==> src/tpcm_pkg.sv <==
// tpcm_pkg: shared constants, palette codes, node tables and color type
// for the thermal pseudo-color map; depends on nothing
package tpcm_pkg;

  localparam int FB   = 12;            // fraction bits of the normalized value
  localparam int ONE  = 1 << FB;
  localparam int VW   = FB + 1;        // normalized value 0..ONE
  localparam int DW   = FB + 1;        // segment length
  localparam int PW   = 8 + VW;        // |channel delta| * offset
  localparam int NW   = PW + 1;        // product plus half segment
  localparam int QDIV = 8;             // quotient bits of the lerp divide
  localparam int LERP_LAT = QDIV + 4;  // lerp latency in cycles
  localparam int TOT_LAT  = FB + LERP_LAT + 2;

  typedef enum logic [2:0] {
    PAL_IRON    = 3'd0,
    PAL_RAINBOW = 3'd1,
    PAL_GRAY    = 3'd2,
    PAL_HOT     = 3'd3,
    PAL_COOL    = 3'd4
  } pal_t;

  localparam logic [1:0] REG_LOW  = 2'd0;
  localparam logic [1:0] REG_HIGH = 2'd1;
  localparam logic [1:0] REG_PAL  = 2'd2;

  // [2] blue, [1] green, [0] red
  typedef logic [2:0][7:0] bgr_t;

  function automatic logic [VW-1:0] pos_q(input int p);
    return VW'((p * ONE + 50) / 100);
  endfunction

  localparam logic [VW-1:0] IRON_Q [8] = '{pos_q(0), pos_q(10), pos_q(25), pos_q(40),
                                           pos_q(55), pos_q(70), pos_q(85), pos_q(100)};
  localparam logic [VW-1:0] HOT_Q [8]  = '{pos_q(0), pos_q(35), pos_q(65), pos_q(100),
                                           pos_q(100), pos_q(100), pos_q(100), pos_q(100)};

  localparam bgr_t IRON_C [8] = '{
    {8'd0, 8'd0, 8'd0}, {8'd20, 8'd0, 8'd80}, {8'd50, 8'd0, 8'd180},
    {8'd140, 8'd0, 8'd160}, {8'd200, 8'd30, 8'd30}, {8'd230, 8'd130, 8'd0},
    {8'd255, 8'd220, 8'd50}, {8'd255, 8'd255, 8'd255}};
  localparam bgr_t HOT_C [8] = '{
    {8'd0, 8'd0, 8'd0}, {8'd0, 8'd0, 8'd200}, {8'd0, 8'd200, 8'd255},
    {8'd255, 8'd255, 8'd255}, {8'd255, 8'd255, 8'd255}, {8'd255, 8'd255, 8'd255},
    {8'd255, 8'd255, 8'd255}, {8'd255, 8'd255, 8'd255}};

endpackage

==> src/tpcm_norm.sv <==
// tpcm_norm: normalizes a temperature against low/high into a 0..1 fraction
// with a restoring divider, one quotient bit per stage; uses tpcm_pkg
module tpcm_norm (
  input  logic                   clk,
  input  logic                   rst_n,
  input  logic                   in_valid,
  input  logic signed [15:0]     temp,
  input  logic signed [15:0]     lo,
  input  logic signed [15:0]     hi,
  output logic                   v_valid,
  output logic [tpcm_pkg::VW-1:0] v
);
  import tpcm_pkg::*;

  logic signed [16:0] num, rng_raw, rng;
  logic               vld_r  [FB+1];
  logic               zero_r [FB+1];
  logic               full_r [FB+1];
  logic [15:0]        rem_r  [FB+1];
  logic [15:0]        rng_r  [FB+1];
  logic [FB-1:0]      q_r    [FB+1];

  always_comb begin
    num     = 17'(temp) - 17'(lo);
    rng_raw = 17'(hi) - 17'(lo);
    // empty or reversed range falls back to one degree
    rng     = (rng_raw < 17'sd1) ? 17'sd100 : rng_raw;
  end

  always_ff @(posedge clk) begin
    logic [16:0] t2;
    if (!rst_n) begin
      for (int s = 0; s <= FB; s++) vld_r[s] <= 1'b0;
    end else begin
      vld_r[0] <= in_valid;
      for (int s = 0; s < FB; s++) vld_r[s+1] <= vld_r[s];
    end
    zero_r[0] <= (num <= 17'sd0);
    full_r[0] <= (num >= rng);
    rem_r[0]  <= num[15:0];
    rng_r[0]  <= rng[15:0];
    q_r[0]    <= '0;
    for (int s = 0; s < FB; s++) begin
      t2 = {rem_r[s], 1'b0};
      zero_r[s+1] <= zero_r[s];
      full_r[s+1] <= full_r[s];
      rng_r[s+1]  <= rng_r[s];
      if (t2 >= {1'b0, rng_r[s]}) begin
        rem_r[s+1] <= 16'(t2 - {1'b0, rng_r[s]});
        q_r[s+1]   <= {q_r[s][FB-2:0], 1'b1};
      end else begin
        rem_r[s+1] <= t2[15:0];
        q_r[s+1]   <= {q_r[s][FB-2:0], 1'b0};
      end
    end
  end

  assign v_valid = vld_r[FB];
  assign v = zero_r[FB] ? '0 : (full_r[FB] ? VW'(ONE) : {1'b0, q_r[FB]});

endmodule

==> src/tpcm_lerp.sv <==
// tpcm_lerp: piecewise linear interpolation over the ironbow or hot node
// table with rounded division by the segment length; uses tpcm_pkg
module tpcm_lerp (
  input  logic                    clk,
  input  logic                    rst_n,
  input  logic                    v_valid,
  input  logic [tpcm_pkg::VW-1:0] v,
  input  logic                    hot,
  output logic                    c_valid,
  output tpcm_pkg::bgr_t          color
);
  import tpcm_pkg::*;

  // segment select
  logic [VW-1:0]    q_sel [8];
  bgr_t             c_sel [8];
  logic [2:0]       seg, seg_last, seg_nx;
  logic [VW-1:0]    dv_a;

  logic                    a_vld_r, b_vld_r, o_vld_r;
  logic [VW-1:0]           a_dv_r;
  logic [DW-1:0]           a_den_r, b_den_r;
  bgr_t                    a_c0_r, b_c0_r;
  logic signed [2:0][8:0]  a_d_r;
  logic [2:0][PW-1:0]      b_mag_r;
  logic [2:0]              b_neg_r;

  logic                    d_vld_r [QDIV+1];
  logic [2:0][NW-1:0]      d_rem_r [QDIV+1];
  logic [2:0][QDIV-1:0]    d_q_r   [QDIV+1];
  logic [2:0]              d_neg_r [QDIV+1];
  logic [DW-1:0]           d_den_r [QDIV+1];
  bgr_t                    d_c0_r  [QDIV+1];
  bgr_t                    color_r;

  always_comb begin
    for (int i = 0; i < 8; i++) begin
      q_sel[i] = hot ? HOT_Q[i] : IRON_Q[i];
      c_sel[i] = hot ? HOT_C[i] : IRON_C[i];
    end
    seg_last = hot ? 3'd2 : 3'd6;
    seg = seg_last;
    // first segment whose upper node is at or above v
    for (int i = 6; i >= 0; i--) begin
      if (3'(i) <= seg_last && v <= q_sel[i+1]) seg = 3'(i);
    end
    seg_nx = 3'(seg + 3'd1);
    dv_a = (v > q_sel[seg]) ? VW'(v - q_sel[seg]) : '0;
  end

  always_ff @(posedge clk) begin
    logic [8:0] ad;
    logic [NW-1:0] sh;
    logic signed [9:0] r;
    if (!rst_n) begin
      a_vld_r <= 1'b0;
      b_vld_r <= 1'b0;
      o_vld_r <= 1'b0;
      for (int s = 0; s <= QDIV; s++) d_vld_r[s] <= 1'b0;
    end else begin
      a_vld_r <= v_valid;
      b_vld_r <= a_vld_r;
      d_vld_r[0] <= b_vld_r;
      for (int s = 0; s < QDIV; s++) d_vld_r[s+1] <= d_vld_r[s];
      o_vld_r <= d_vld_r[QDIV];
    end
    // stage a: segment, offset, length and channel deltas
    a_dv_r  <= dv_a;
    a_den_r <= DW'(q_sel[seg_nx] - q_sel[seg]);
    a_c0_r  <= c_sel[seg];
    for (int ch = 0; ch < 3; ch++) begin
      a_d_r[ch] <= $signed({1'b0, c_sel[seg_nx][ch]}) - $signed({1'b0, c_sel[seg][ch]});
    end
    // stage b: magnitude products
    b_den_r <= a_den_r;
    b_c0_r  <= a_c0_r;
    for (int ch = 0; ch < 3; ch++) begin
      ad = a_d_r[ch][8] ? 9'(-a_d_r[ch]) : 9'(a_d_r[ch]);
      b_mag_r[ch] <= PW'(ad[7:0]) * PW'(a_dv_r);
      b_neg_r[ch] <= a_d_r[ch][8];
    end
    // divide entry: add half the length for rounding
    d_den_r[0] <= b_den_r;
    d_c0_r[0]  <= b_c0_r;
    d_neg_r[0] <= b_neg_r;
    for (int ch = 0; ch < 3; ch++) begin
      d_rem_r[0][ch] <= NW'(b_mag_r[ch]) + NW'(b_den_r >> 1);
      d_q_r[0][ch]   <= '0;
    end
    // quotient stays below 256, so test length << k from the top bit down
    for (int s = 0; s < QDIV; s++) begin
      sh = NW'(d_den_r[s]) << (QDIV - 1 - s);
      d_den_r[s+1] <= d_den_r[s];
      d_c0_r[s+1]  <= d_c0_r[s];
      d_neg_r[s+1] <= d_neg_r[s];
      for (int ch = 0; ch < 3; ch++) begin
        if (d_rem_r[s][ch] >= sh) begin
          d_rem_r[s+1][ch] <= d_rem_r[s][ch] - sh;
          d_q_r[s+1][ch]   <= {d_q_r[s][ch][QDIV-2:0], 1'b1};
        end else begin
          d_rem_r[s+1][ch] <= d_rem_r[s][ch];
          d_q_r[s+1][ch]   <= {d_q_r[s][ch][QDIV-2:0], 1'b0};
        end
      end
    end
    // apply sign, add base color, clamp
    for (int ch = 0; ch < 3; ch++) begin
      if (d_neg_r[QDIV][ch])
        r = $signed({2'b00, d_c0_r[QDIV][ch]}) - $signed({2'b00, d_q_r[QDIV][ch]});
      else
        r = $signed({2'b00, d_c0_r[QDIV][ch]}) + $signed({2'b00, d_q_r[QDIV][ch]});
      if (r < 10'sd0)        color_r[ch] <= 8'd0;
      else if (r > 10'sd255) color_r[ch] <= 8'd255;
      else                   color_r[ch] <= r[7:0];
    end
  end

  assign c_valid = o_vld_r;
  assign color   = color_r;

endmodule

==> src/thermal_pseudo_color_map.sv <==
// thermal_pseudo_color_map: top level, config registers, ramp palettes and
// output mux; uses tpcm_pkg, tpcm_norm and tpcm_lerp
//
// usage:
//   input: drive in_temperature_centi with start high; a word is taken at
//   every clock edge where start is high and busy is low. busy is high only
//   during reset, so one pixel per clock is taken with no gaps.
//   output: out_strobe is high for one cycle with out_blue/green/red; the
//   word must be taken then, there is no back-pressure.
//   pipeline: a result passes the bit-per-stage normalize divider (FB + 1
//   stages), the 12 stage table interpolation with its 8 stage rounding
//   divide, and the output register.
//   throughput: one pixel per cycle, fully pipelined.
//   config: cfg_we writes low/high/palette at cfg_index; write only while
//   the pipeline holds no words.
//   reset: rst_n low clears all valid bits and sets low 0, high 4000,
//   palette ironbow; words in flight are dropped.
module thermal_pseudo_color_map (
  input  logic               clk,
  input  logic               rst_n,
  input  logic               start,
  output logic               busy,
  input  logic signed [15:0] in_temperature_centi,
  output logic               out_strobe,
  output logic [7:0]         out_blue,
  output logic [7:0]         out_green,
  output logic [7:0]         out_red,
  input  logic               cfg_we,
  input  logic [1:0]         cfg_index,
  input  logic [15:0]        cfg_wdata
);
  import tpcm_pkg::*;

  logic signed [15:0] low_r, high_r;
  pal_t               pal_r;

  logic               v_valid, c_valid;
  logic [VW-1:0]      v, w;
  logic [VW+1:0]      w4;
  logic [2:0]         sector;
  logic [7:0]         rise, fall, lin, cool_b;
  bgr_t               ramp, table_c;
  logic               table_pal;

  bgr_t               dly_r [LERP_LAT];
  bgr_t               out_r;
  logic               out_vld_r;

  assign busy = !rst_n;

  always_ff @(posedge clk) begin
    if (!rst_n) begin
      low_r  <= 16'sd0;
      high_r <= 16'sd4000;
      pal_r  <= PAL_IRON;
    end else if (cfg_we) begin
      unique case (cfg_index)
        REG_LOW:  low_r  <= cfg_wdata;
        REG_HIGH: high_r <= cfg_wdata;
        REG_PAL:  pal_r  <= pal_t'(cfg_wdata[2:0]);
        default: ;
      endcase
    end
  end

  tpcm_norm u_norm (
    .clk      (clk),
    .rst_n    (rst_n),
    .in_valid (start && !busy),
    .temp     (in_temperature_centi),
    .lo       (low_r),
    .hi       (high_r),
    .v_valid  (v_valid),
    .v        (v)
  );

  tpcm_lerp u_lerp (
    .clk     (clk),
    .rst_n   (rst_n),
    .v_valid (v_valid),
    .v       (v),
    .hot     (pal_r == PAL_HOT),
    .c_valid (c_valid),
    .color   (table_c)
  );

  // ramp palettes: rainbow hue sector from 4*(1-v), rise from the sector fraction; gray and cool from v
  always_comb begin
    w      = VW'(ONE) - v;
    w4     = {w, 2'b00};
    sector = w4[VW+1:FB];
    rise   = 8'((32'(w4[FB-1:0]) * 255 + ONE / 2) >> FB);
    fall   = 8'd255 - rise;
    lin    = 8'((32'(v) * 255) >> FB);
    cool_b = 8'((32'(w) * 255) >> FB);
    ramp   = '0;
    unique case (pal_r)
      PAL_RAINBOW: begin
        unique case (sector)
          3'd0:    ramp = {8'd0, rise, 8'd255};
          3'd1:    ramp = {8'd0, 8'd255, fall};
          3'd2:    ramp = {rise, 8'd255, 8'd0};
          3'd3:    ramp = {8'd255, fall, 8'd0};
          default: ramp = {8'd255, 8'd0, rise};
        endcase
      end
      PAL_GRAY: ramp = {lin, lin, lin};
      PAL_COOL: ramp = {cool_b, lin, 8'd0};
      default:  ramp = '0;
    endcase
    table_pal = !(pal_r == PAL_RAINBOW || pal_r == PAL_GRAY || pal_r == PAL_COOL);
  end

  // ramp colors wait alongside the interpolation pipeline
  always_ff @(posedge clk) begin
    dly_r[0] <= ramp;
    for (int s = 1; s < LERP_LAT; s++) dly_r[s] <= dly_r[s-1];
    out_r <= table_pal ? table_c : dly_r[LERP_LAT-1];
  end

  always_ff @(posedge clk) begin
    if (!rst_n) out_vld_r <= 1'b0;
    else        out_vld_r <= c_valid;
  end

  assign out_strobe = out_vld_r;
  assign out_blue   = out_r[2];
  assign out_green  = out_r[1];
  assign out_red    = out_r[0];

endmodule

==> config.mk <==
export PLATFORM = sky130hd
export DESIGN_NAME = thermal_pseudo_color_map
export DESIGN_NICKNAME = d
export VERILOG_FILES = /design/src/tpcm_pkg.sv /design/src/tpcm_norm.sv /design/src/tpcm_lerp.sv /design/src/thermal_pseudo_color_map.sv
export SDC_FILE = /design/constraint.sdc
export NUM_CORES = 2
export LEC_CHECK = 0
export ABC_AREA = 1
export BUFFER_PORTS_ARGS = -buffer_cell sky130_fd_sc_hd__buf_2
export CAP_MARGIN = 10
export CORE_UTILIZATION = 45
export DETAILED_ROUTE_END_ITERATION = 12
export HOLD_SLACK_MARGIN = 0.15
export SLEW_MARGIN = 10
export SYNTH_ARGS = -nofsm -noshare
export SYNTH_HDL_FRONTEND = slang
export SYNTH_SLANG_ARGS = --single-unit
==> constraint.sdc <==
create_clock -name clk -period 14.9 [get_ports clk]
set_input_delay 2.98 -clock clk [delete_from_list [all_inputs] [get_ports clk]]
set_output_delay 2.98 -clock clk [all_outputs]
set_load 0.005 [all_outputs]
==> summary.txt <==
Clocking
  • Clock sinks: 2004
  • Latest clock arrival within the worst-skew pair: 0.86 ns
  • Clock H-tree levels: 4
  • Post-cts resize count: 0
  • Root Driver: clkbuf_16
  • CTS buffer count: 206
  • Post-CTS setup buffers: 0
  • CTS tree: yes
  • Clock transition at path regs: 0.06 ns
  • # hold bufs at CTS: 0
  • CTS Buffer Depth: 3

Timing
  • Fmax: 0.135 GHz
  • Final setup TNS: 0 ns
  • Post-route clock period utilization: 49.9%
  • Worst hold margin: 0.300 ns
  • Fin Clk Skew: 0.0599 ns
  • Final Hold Vio Count: 0
  • Slew Limit Fails: 0
  • Slew HR: 20.4%
  • RSZ-0062 raised after global routing: no
  • Worst slew pin tran: 1.19 ns
  • Minimum clock period: 7.43 ns
  • Setup violators final: 0

Finish
  • Most frequent cells in the layout: dfxtp_1 (2004), nand2_1 (1987), inv_1 (1487), ha_1 (971), o21ai_0 (800)
  • Utilization after layout: 50.5%
  • Layout cells sized above 1: 5.23%
  • Area growth, synth to finish: 11.4%
  • Fillers: 19658
  • Nets: 12505
  • Commonest non-fill, non-tap cell in the layout: dfxtp_1
  • Fin cells: 14162

Routing
  • Wire per inst: 17.0 um
  • Drc violations: 30
  • Drt initial violations: 3523
  • ANT nets after route: 0
  • DRT Pass-1 Iters: 10
  • Vias/cell: 4.96
  • Total wire length: 240000 um
  • Routed via count: 70271

Synthesis
  • Seq cells post-synth: 2004
  • Number of flops mapped to enable cells by yosys: 0
  • Async S/R FF share, synth: 0%
  • Seq/Total Area, Yosys: 41.7%
  • Post-Syn Area: 96100 um2
  • Post-synth cell types: 73
  • Synth Flop Type: dfxtp_1
  • Mapped Nets: 12335
  • Synth Warn #: 0
  • Dominant cells by area after synthesis: dfxtp_1 (42%), ha_1 (13%), nand2_1 (7.8%)
  • Cell taking the most area after synthesis: dfxtp_1
  • Cells after Synth: 10985
  • Post-synth top area share: 41.7%
  • Mapped Avg Cell Area: 8.75 um2

Setup path
  • Worst EP required: 15.65 ns
  • Crit path launch: u_norm.full_r[1][4]
  • Reg-to-reg critical path startpoint: u_norm.full_r[1][4]
  • CP top delay family: adder cells
  • Critical Path Source Type: flop
  • Slowest stage delay, CP: 0.74 ns
  • CP max FO: 9
  • Crit. End Element: flop
  • Setup Crit Path Kind: reg -> reg
  • Arr. time, crit path: 8.17 ns
  • WP buf/inv: 8
  • CP max stage cell: xor2_1

Die
  • Rows: 169
  • Die area: 215000 um2
  • Ports: 64
  • Chip width: 464 um
  • Core Footprint: 212000 um2
  • Die Ht: 464 um
  • Starting Density: 45.3%

Global route
  • Vias in the first global route: 71277
  • Initial antenna violation count: 17
  • GRT Overall Usage: 22.2%
  • First-pass GRT wire length: 380000 um
  • Pin count of the biggest net entering global routing: 63
  • Overflow after GRT: 0

Run
  • Max_cap viols: 0

Worst hold path
  • Hold Crit Start: u_lerp.a_c0_r[2]
  • Hold crit path type: reg -> reg

Placement
  • Dpl cells: 13768
  • Post-detail-place hpwl: 197000 um
  • PortBufs: 63
  • GPL Wtd Cong: 0.960

Status
  • Status: complete, but fails checks
  • Failing checks: DRC
-- registers in the layout, summed over array words and instances, names as in the netlist, 16 cells and up --
name            count
u_lerp.b_c0_r      20
u_lerp.d_rem_r    528
u_lerp.d_den_r    104
u_lerp.a_d_r       27
u_norm.rem_r      192
u_lerp.d_c0_r     180
u_lerp.d_neg_r     27
dly_r             288
high_r             16
u_lerp.d_q_r      108
u_lerp.a_c0_r      20
u_norm.rng_r      192
low_r              16
u_norm.q_r         78
u_lerp.b_mag_r     63
u_lerp.color       24
-- Yosys cell counts, drive strengths merged (42+ instances only) --
library cell and n:
or2 42, ha 971, xnor2 285, nand4 104, a21oi 712, fa 341, xor2 380, nor3 112
dfxtp 2004, a31oi 49, a21o 44, nand3 340, inv 1521, clkbuf 110, nor2 730, o21ai 839
nor4 42, nand2 2008
-- worst reg2reg max path, delay by kind of cell (launching register included) --
family / cells / cell delay [ns]
XOR/XNOR: 2 / 0.99
buffers and inverters: 8 / 0.98
adder cells (fa/ha/maj): 6 / 2.56
AO/OA/AOI/OAI: 2 / 0.36
flip-flops: 1 / 0.39
AND/OR/NAND/NOR: 14 / 2.04
-- through the flow --
stage | setup WS, ns | area (um2)
final | 7.47 | 107000
after floorplan | 8.39 | 96100
after CTS | 7.44 | 107000
after global routing | 6.79 | 107000
after detailed placement | 7.47 | 99700
after global placement | 7.51 | 99700
-- worst paths after layout --
kind / slack [ns] / endpoint / cells after the start
worst min-delay path: 0.30 / u_lerp.b_c0_r[2] / 0
worst max register to register: 7.47 / dly_r[0][13] / 32
worst max-delay path: 7.47 / dly_r[0][13] / 32
worst min register to register: 0.30 / u_lerp.b_c0_r[2] / 0
-- layer usage --
metal / up-vias / wire length, um / global-route usage [%]
met5: - / 42 / 0
met2: 1496 / 116000 / 39.4
met1: 32173 / 101000 / 25.7
met4: 6 / 14400 / 12.3
li1: 36016 / - / -
met3: 580 / 8740 / 2.93
-- cells by family after synthesis --
kind of cell,Yosys count,share of synthesized area [%]
simple gates,3429,14.9
flops,2004,41.7
compound gates,1884,10.7
buf+inv,1666,6.53
fa+ha+maj,1312,19.7
xor+xnor,665,6.10
mux,25,0.292
-- final cells by class --
cell class | count | area (um2) | area share, %
Clock inverter | 107 | 1500 | 1.40
Tap cell | 2821 | 3530 | 3.30
Sequential cell | 2004 | 40100 | 37.5
Inverter | 1542 | 5790 | 5.41
Timing Repair Buffer | 86 | 488 | 0.456
Antenna cell | 14 | 35.0 | 0.0327
Multi-Input combinational cell | 7315 | 49800 | 46.5
Clock buffer | 273 | 5830 | 5.45
Power is left out: the tool's default activity adds up to more than one toggle a clock period on the data nets, which glitch-free logic cannot reach.
